[config.mk]
export PLATFORM = sky130hd
export DESIGN_NAME = dstwr_div
export DESIGN_NICKNAME = d
export VERILOG_FILES = /design/src/design/dstwr_pkg.sv /design/src/design/dstwr_div.sv
export SDC_FILE = /design/constraint.sdc
export NUM_CORES = 1
export LEC_CHECK = 0
export BUFFER_PORTS_ARGS = -buffer_cell sky130_fd_sc_hd__buf_2
export CORE_MARGIN = 2
export CORE_UTILIZATION = 35
export DETAILED_ROUTE_END_ITERATION = 6
export SYNTH_ARGS = -nofsm -noshare
export SYNTH_HDL_FRONTEND = slang
export SYNTH_SLANG_ARGS = --single-unit
export TNS_END_PERCENT = 20
[constraint.sdc]
create_clock -name clk -period 11.1 [get_ports clk]
set_input_delay 3.33 -clock clk [delete_from_list [all_inputs] [get_ports clk]]
set_output_delay 3.33 -clock clk [all_outputs]
set_load 0.02 [all_outputs]
[src/design/dstwr_pkg.sv]
`default_nettype none
// ----------------------------------------------------------------------------
// dstwr_pkg
// Shared types, constants and codes of the double-sided ranging table.
// ----------------------------------------------------------------------------
package dstwr_pkg;

	localparam int ANCHORS = 8;
	localparam int AW = (ANCHORS > 1) ? $clog2(ANCHORS) : 1;
	localparam int TW = 40;

	localparam logic [15:0] TX_DLY_RST = 16'd16414;
	localparam logic [15:0] RX_DLY_RST = 16'd16414;
	localparam logic [23:0] SCALE_RST = 24'd307387;

	typedef enum logic [1:0] {
		ACT_SUPERFRAME = 2'd0,
		ACT_TAG_TX     = 2'd1,
		ACT_ANCHOR_MSG = 2'd2,
		ACT_READ       = 2'd3
	} action_t;

	typedef enum logic [1:0] {
		ST_OK       = 2'd0,
		ST_BAD_ID   = 2'd1,
		ST_NO_ROUND = 2'd2,
		ST_ZERO_DIV = 2'd3
	} status_t;

	typedef enum logic [1:0] {
		REG_TX_DLY = 2'd0,
		REG_RX_DLY = 2'd1,
		REG_SCALE  = 2'd2
	} reg_idx_t;

	// Ranging record of one anchor.
	typedef struct packed {
		logic          valid;
		logic [TW-1:0] anchor_tx;
		logic [TW-1:0] anchor_rx;
		logic [TW-1:0] tag_rx;
	} rec_t;

	// Sequencer states.
	typedef enum logic [3:0] {
		S_IDLE, S_DIFF, S_PREP, S_MUL1, S_MUL2, S_SUB, S_SCL, S_DIV, S_OUT
	} state_t;

	// Start, busy and done flags of the divider.
	typedef struct packed {
		logic start;
		logic busy;
		logic done;
	} div_ctl_t;

endpackage
`default_nettype wire

[src/design/dstwr_div.sv]
`default_nettype none
// ----------------------------------------------------------------------------
// dstwr_div
// Restoring divider: one quotient bit per cycle, 16 bits plus saturation.
// ----------------------------------------------------------------------------
module dstwr_div import dstwr_pkg::*; (
	input  wire logic         clk,
	input  wire logic         arst_n,
	input  wire logic         start,
	input  wire logic [127:0] dividend,
	input  wire logic [42:0]  den,
	output div_ctl_t          ctl,
	output logic [15:0]       quot
);

	logic [127:0] rem_q;
	logic [74:0]  dv_q;
	logic [4:0]   cnt_q;
	logic         busy_q;
	logic         done_q;
	logic [15:0]  quot_q;
	logic [127:0] cmp_w;

	// Divisor shifted to the bit under test.
	always_comb begin
		cmp_w = {53'd0, dv_q} << cnt_q[3:0];
	end

	// One compare and subtract per cycle; the first pass tests saturation.
	always_ff @(posedge clk or negedge arst_n) begin
		if (!arst_n) begin
			busy_q <= 1'b0;
			done_q <= 1'b0;
			cnt_q  <= '0;
		end else begin
			done_q <= 1'b0;
			if (start) begin
				busy_q <= 1'b1;
				cnt_q  <= 5'd16;
				rem_q  <= dividend;
				dv_q   <= {16'd0, den, 16'd0};
				quot_q <= '0;
			end else if (busy_q) begin
				if (cnt_q == 5'd16) begin
					if (rem_q >= {53'd0, den, 32'd0}) begin
						quot_q <= 16'hFFFF;
						busy_q <= 1'b0;
						done_q <= 1'b1;
					end
					cnt_q <= 5'd15;
				end else begin
					if (rem_q >= cmp_w) begin
						rem_q <= rem_q - cmp_w;
						quot_q[cnt_q[3:0]] <= 1'b1;
					end
					if (cnt_q == 5'd0) begin
						busy_q <= 1'b0;
						done_q <= 1'b1;
					end else begin
						cnt_q <= cnt_q - 5'd1;
					end
				end
			end
		end
	end

	assign ctl  = '{start: start, busy: busy_q, done: done_q};
	assign quot = quot_q;

endmodule
`default_nettype wire

==> summary.md, run 1 <==
| Metric | Value |
|---|---|
| Worst path slowest cell | buf_6 |
| Worst skew pair latency | around 0.52 ns |
| Mapped Cells | about 1.8k |
| Worst path cell trace | buf_6 -> buf_2 |
| GR Layer Usage met1 | 30.11% |
| #FFs+latches synth | around 190 |
| Max-Cap Viols | 0 |
| Switching Share | between 50 and 60% |
| Hold Path Sink | quot[4]$_SDFFCE_PP0P_ |
| R2R cell count | 17 |
| Hold Path Origin | quot[4]$_SDFFCE_PP0P_ |
| Worst Path Max Fanout | just over 50 |
| Leak pwr | 0.006962 uW |
| H-tree depth | 4 |
| Clock buffer depth | 2 |
| Vias in the first global route | 14.75k |
| Sequential fraction of the synthesis area | 36.06% |
| Global route overflow | 0 |
| Drt pass-1 iters | 7 |
| Sink Count | a little under 200 |
| CTS tree | done |
| Clk_skew | ~0.020 ns |
| Post-route minimum period | 7.287 ns |
| Vias per cell | about 5.8 |
| Area added between synthesis and finish | 12.48% |
| Gpl congestion | between 0.9 and 1 |
| Unrepaired setup endpoints after global routing | false |
| Sequential share of power | ~22% |
| Row cnt | a little under 80 |
| GR Util met3 | approximately 3.6% |
| Number of synthesized flops with an enable pin | 187 |
| ANT cells | 0 |
| WS Path Type | input pin to primary output |
| Synth cell types | 85 |
| WP buf/inv | 2 |
| WP data arrival | 3.96 ns |
| Worst r2r src | cnt_q[0]$_DFFE_PN0P_ |
| Largest net degree at the start of global routing | 166 |
| Max Slew Vio Count | 0 |
| Die X-Extent | 218.2 microns |
| CP required | 7.77 ns |
| Post_cts resized | 0 |
| Reg clk slew, reported paths | 0.07 ns |
| Post-synth top flop | edfxtp_1 |
| Core ar. | 45280 sq um |
| Avg WL per Cell | around 22 microns |
| Syn_nets | 2105 |
| Final core utilization | 39.88% |
| Post-synthesis async set-or-reset flop share | under 10% |
| Tot GR Track Use | 23.92% |
| Yosys warns | 0 |
| Post-Syn Area per Cell | 8.793 sq um |
| Crit. End Element | primary output |
| 1st-iter DRT viols | 1103 |
| Comb power frac | 68.0% |
| First-pass GRT wire length | around 86 mm |
| Status | completed |
| Die outline height | 218.2 microns |
| Top-Level Pins | 193 |
| Drc violations | 0 |
| Hold bufs inserted after CTS | 0 |
| Met2 usage | 40.14% |
| Die ar. | 47600 sq um |
| DR vias | 14.84k |
| Setup Fix Bufs, Post-CTS | 0 |
| PD cells | 333.0 nW/um^2 |
| TNS Setup | 0 ns |
| Critical path depth | 2 |
| CP Launch Type | input pin |
| Fmax | 137.2 MHz |
| Final Setup Violations | 0 |
| Crit share post-route | 65.65% |
| Ratio of cells with drive above 1 in the final layout | 16.60% |
| Antenna-violating nets left | 0 |
| Initial Util | 35.46% |
| Hold Path Class | flop to flop |
| Final nets | 2236 |
| Synthesized cell area | 16060 sq um |
| Slew at the pin closest to its max-slew limit | 1.020 ns |
| Hold Fails Final Rpt | 0 |
| Reg2reg end | rem_q[70]$_DFFE_PP_ |
| Hpwl dp | 44.37 mm |
| Root buffer cell | clkbuf_16 |
| TritonCTS Buffers | 17 |
| Psw | 3144 uW |
| Slew HR | 31.98% |
| Initial antenna violation count | 1 |
| R2R Setup Slk | 5.01 ns |
| GRT busiest layer | met2 |
| Max incr delay on CP | 0.31 ns |
| Peak supply drop | 140.1 uV |
| Final wirelength | 56.26 mm |
| Cell Int Power | 2871 uW |
| Cell count of the worst hold path | 2 |
| Clk pwr share | between 10 and 15% |
| # port buffers | around 190 |
| Worst path top cell family by delay | buffers and inverters |
## kinds of logic (layout without fill, tap and decap cells)
group,Yosys count,after routing,synth area share [%]
simple gates,678,678,20.15
compound gates,543,543,21.29
flops,194,194,36.06
buf+inv,179,323,4.340
fa+ha+maj,105,105,8.182
mux,71,71,6.920
xor+xnor,56,56,3.055
## worst max-delay path by stage
stage / start / to
2_1_floorplan: start / rem_q[100]$_DFFE_PP_
4_1_cts: start / ctl[2]
3_5_place_dp: start / ctl[2]
5_1_grt: start / ctl[2]
3_3_place_gp: start / ctl[2]
6_report: start / ctl[2]
## routing by layer
metal | vias to the layer above | part of all wire (%) | wire length [microns]
met4 | 2 | 4.1 | 2309
met1 | 7094 | 42 | 23570
met5 | - | 0.023 | 13
met3 | 104 | 5.7 | 3222
met2 | 534 | 48 | 27150
li1 | 7110 | - | -
## power groups by stage
| stage | Combinational (uW) | Clock [uW] | Sequential [uW] |
|---|---|---|---|
| 4_1_cts | 4060 | 624 | 1310 |
| 6_report | 4090 | 611 | 1310 |
| 3_3_place_gp | 4030 | 0 | 1320 |
| 5_1_grt | 4520 | 648 | 1330 |
| 3_5_place_dp | 4040 | 0 | 1320 |
| 2_1_floorplan | 2900 | 0 | 1270 |
## layout by cell type, fill, tap and decap left out, types with 12 or more instances in the layout
cell type    n
a211oi_1    13
a21boi_0    13
a21o_1      28
a21oi_1    129
a2bb2oi_1   14
a31oi_1     32
and2_1      18
and3_1      17
buf_2      191
clkbuf_16   17
edfxtp_1   187
ha_1       105
inv_1       85
mux2_2      20
mux2i_1     21
mux4_2      30
nand2_1    279
nand3_1     39
nand4_1     35
nor2_1     128
nor3_1      36
nor4_1      22
o211ai_1    14
o21a_1      20
o21ai_0    176
o21bai_1    15
or2_2       12
or3_1       28
or4_1       15
xnor2_1     28
xor2_1      28
## sequential cells by signal, summed over array words and instances, names as in the netlist
register,flops
rem_q,128
dv_q,43
quot,16
cnt_q,5
busy_q,1
done_q,1
## cell type report
cell class / count / area, sq um
inverter: 87 / 326.6
sequential: 194 / 5793
fill: 4614 / 27220
timing repair buffer: 204 / 1070
tap: 600 / 750.7
clock buffer: 20 / 446.7
clock inverter: 12 / 96.34
multi-input combinational: 1453 / 9578
## Yosys cell counts, types with 14 or more instances
cell | number | area share (%)
o211ai_1 | 14 | 0.65
nand3_1 | 39 | 1.2
xor2_1 | 28 | 1.5
a21o_1 | 28 | 1.3
o21ai_0 | 176 | 5.5
edfxtp_1 | 187 | 35
mux2_2 | 20 | 1.4
and2_1 | 19 | 0.74
a2bb2oi_1 | 14 | 0.76
nand4_1 | 35 | 1.4
o21a_1 | 20 | 0.94
and3_1 | 17 | 0.66
clkbuf_1 | 66 | 1.5
o21bai_1 | 15 | 0.70
ha_1 | 105 | 8.2
nand2_1 | 279 | 6.5
nor3_1 | 36 | 1.1
buf_1 | 14 | 0.33
or3_1 | 28 | 1.1
mux4_2 | 30 | 4.2
nor2_1 | 128 | 3.0
xnor2_1 | 28 | 1.5
a21oi_1 | 129 | 4.0
or4_1 | 15 | 0.70
a31oi_1 | 32 | 1.2
nor4_1 | 22 | 0.86
mux2i_1 | 21 | 1.3
inv_1 | 86 | 2.0
## stage by stage
stage | power (uW) | setup slack [ns] | instance area, sq um | hold slack [ns] | cells
finish | 6014 | 3.813 | 18060 | 0.5651 | 2570
global route | 6496 | 3.785 | 18060 | 0.5756 | 2570
CTS | 5993 | 3.822 | 18060 | 0.5653 | 2570
detailed placement | 5363 | 3.826 | 17520 | 0.5394 | 2538
global placement | 5354 | 3.834 | 17520 | 0.5433 | 2538
floorplan | 4165 | 1.044 | 16060 | 0.5312 | 1826
(Power assumes the default switching activity.)
==> run 2: changes to the inputs <==
clock period = 7 ns   (was 11.1 ns; I/O delays follow)
==> summary.md, run 2 (synthesis results as in run 1) <==
| Metric | Value |
|---|---|
| Area added between synthesis and finish | 12.80% |
| Max FFs per register | 128 (unchanged) |
| Max Slew Vio Count | 0 (unchanged) |
| Status | completed |
| Fmax | 169.5 MHz |
| Max-Cap Viols | 0 (unchanged) |
| DP Area | 17560 sq um (+0.21%) |
| Peak supply drop | 244.6 uV (+75%) |
| Switching Share | 52.53% (+0.26 points) |
| Post-route minimum period | 5.901 ns |
| Finished Layout Cells | 2575 (+0.19%) |
| Placed cells | 2543 (+0.20%) |
| Worst path slowest cell | dfrtp_2 |
| Hold Path Class | flop to flop |
| Die X-Extent | 218.2 microns (unchanged) |
| Worst path top cell family by delay | compound AO/OA/AOI/OAI gates |
| Leak pwr | 0.006993 uW (+0.44%) |
| Design area | 18110 sq um (+0.28%) |
| Clk pwr share | 10.2% (about the same) |
| Clock buffer depth | 2 (unchanged) |
| Slew at the pin closest to its max-slew limit | 1.207 ns (+0.1867 ns) |
| Cell Int Power | 4591 uW (+60%) |
| WHS | 0.5599 ns (-0.005172 ns) |
| TritonCTS Buffers | 17 (unchanged) |
| Initial Util | 35.46% (unchanged) |
| Tot GR Track Use | 24.49% (+0.57 points) |
| Max incr delay on CP | 0.85 ns (+0.54 ns) |
| Largest net degree at the start of global routing | 90 (-46%) |
| Vias in the first global route | 14.97k (+1.5%) |
| Final worst setup slack | 1.099 ns (-2.714 ns) |
| Pre-CTS setup slack | 1.178 ns (-2.647 ns) |
| Antenna-violating nets left | 0 (unchanged) |
| Psw | 5081 uW (+62%) |
| Final nets | 2241 (+0.22%) |
| Crit. End Element | flop |
| Core ar. | 45280 sq um (unchanged) |
| Drc violations | 0 (unchanged) |
| Commonest non-fill, non-tap cell in the layout | nand2_1 |
| Initial antenna violation count | 1 (unchanged) |
| Slew HR | 19.53% (-12 points) |
| Reg clk slew, reported paths | 0.09 ns (+0.02 ns) |
| Gpl congestion | 0.9774 (+5.3%) |
| CP required | 7.28 ns (-0.49 ns) |
| Hold Fails Final Rpt | 0 (unchanged) |
| Worst Path Max Fanout | 25 (-51%) |
| Hpwl dp | 46.16 mm (+4.0%) |
| Ratio of cells with drive above 1 in the final layout | 16.81% (+0.21 points) |
| Sequential share of power | 21.9% (about the same) |
| Unrepaired setup endpoints after global routing | false |
| Die ar. | 47600 sq um (unchanged) |
| # port buffers | 192 (unchanged) |
| Vias per cell | 5.881 (+1.8%) |
| WP data arrival | 6.18 ns (+2.22 ns) |
| ANT cells | 0 (unchanged) |
| Root buffer cell | clkbuf_16 |
| DR vias | 15.14k (+2.0%) |
| Worst path cell trace | buf_4 -> mux4_2 -> mux2i_1 -> nand2_1 -> o21ai_0 -> ha_1 -> a21oi_1 -> o21ai_0 -> a22oi_1 -> nand3_1 -> o311ai_2 -> a21oi_1 -> buf_4 -> nor4_2 -> nand2b_1 -> a31o_2 |
| CTS tree | done |
| Top-Level Pins | 193 (unchanged) |
| Post_cts resized | 0 (unchanged) |
| Worst skew pair latency | 0.52 ns (about the same) |
| Avg WL per Cell | 22.50 microns (+2.8%) |
| Hold bufs inserted after CTS | 0 (unchanged) |
| Sink Count | 194 (unchanged) |
| PD cells | 534.0 nW/um^2 (+60%) |
| 1st-iter DRT viols | 1344 (+22%) |
| Drt pass-1 iters | 6 (-1) |
| Comb power frac | 67.9% (about the same) |
| WS Path Type | flop to flop |
| Crit share post-route | 84.30% |
| Most flop-heavy register | rem_q |
| H-tree depth | 4 (unchanged) |
| CP Launch Type | flop |
| Setup Fix Bufs, Post-CTS | 0 (unchanged) |
| Final Setup Violations | 0 (unchanged) |
| Global route overflow | 0 (unchanged) |
| Row cnt | 78 (unchanged) |
| TNS Setup | 0 ns (unchanged) |
| Die outline height | 218.2 microns (unchanged) |
| Clk_skew | 0.02313 ns (+0.002821 ns) |
| Final wirelength | 57.94 mm (+3.0%) |
| Most frequent cells in the layout | nand2_1, buf_2, edfxtp_1 |
| First-pass GRT wire length | 88.18 mm (+2.9%) |
| WP buf/inv | 2 (unchanged) |
[run 2: changes by cell type in the layout (fill, tap and decap cells not counted)]
cell	delta
inv_8	+5
inv_6	-3
clkinv_4	-2
buf_4	+5
[run 2: area by class of cell]
cell class	count	area, sq um
flip-flops and latches	194	5793
multi-input cells	1453	9578
clock inverters	12	108.9
well taps	600	750.7
fillers	4683	27170
repair buffers	209	1107
clock buffers	20	446.7
inverters	87	326.6
[run 2: power by group through the flow]
stage,Combinational [uW],Sequential [uW],Clock (uW)
after detailed placement,6460,2130,0
final,6570,2110,987
after CTS,6480,2110,1010
after floorplan,4600,1980,0
after global routing,7170,2150,1050
after global placement,6440,2130,0
[run 2: worst reg2reg max path, cell delays in order, from the launching register on]
cell and delay (ns):
dfrtp_2 0.85, buf_4 0.35, mux4_2 0.59, mux2i_1 0.34, nand2_1 0.13, o21ai_0 0.22, ha_1 0.38, a21oi_1 0.23
o21ai_0 0.13, a22oi_1 0.24, nand3_1 0.21, o311ai_2 0.65, a21oi_1 0.37, buf_4 0.29, nor4_2 0.35, nand2b_1 0.09
a31o_2 0.25
[run 2: layer usage]
layer	GRT usage (%)	up-vias	wire (microns)
met2	42.10	580	28290
met5	0	-	0
met1	30.56	7333	24490
met3	3.577	98	3090
met4	10.50	0	2068
li1	-	7133	-
[run 2: final timing paths]
kind                                        startpoint                      to  slack, ns  depth (start not counted)
worst max-delay path              cnt_q[0]$_DFFE_PN0P_    rem_q[127]$_DFFE_PP_       1.10                         16
worst min-delay path            quot[11]$_SDFFCE_PP0P_  quot[11]$_SDFFCE_PP0P_       0.56                          1
worst max register to register    cnt_q[0]$_DFFE_PN0P_    rem_q[127]$_DFFE_PP_       1.10                         16
worst min register to register  quot[11]$_SDFFCE_PP0P_  quot[11]$_SDFFCE_PP0P_       0.56                          1
max in group asynchronous                       arst_n    cnt_q[1]$_DFFE_PN0P_       5.00                          1
min in group asynchronous                       arst_n    cnt_q[3]$_DFFE_PN0P_       1.58                          1
[run 2: metrics by stage]
stage	util (%)	total power, uW
after global placement	38.77	8569
after floorplan	-	6583
after detailed placement	38.77	8590
final	40.00	9672
after global routing	40.00	10370
after CTS	40.00	9607
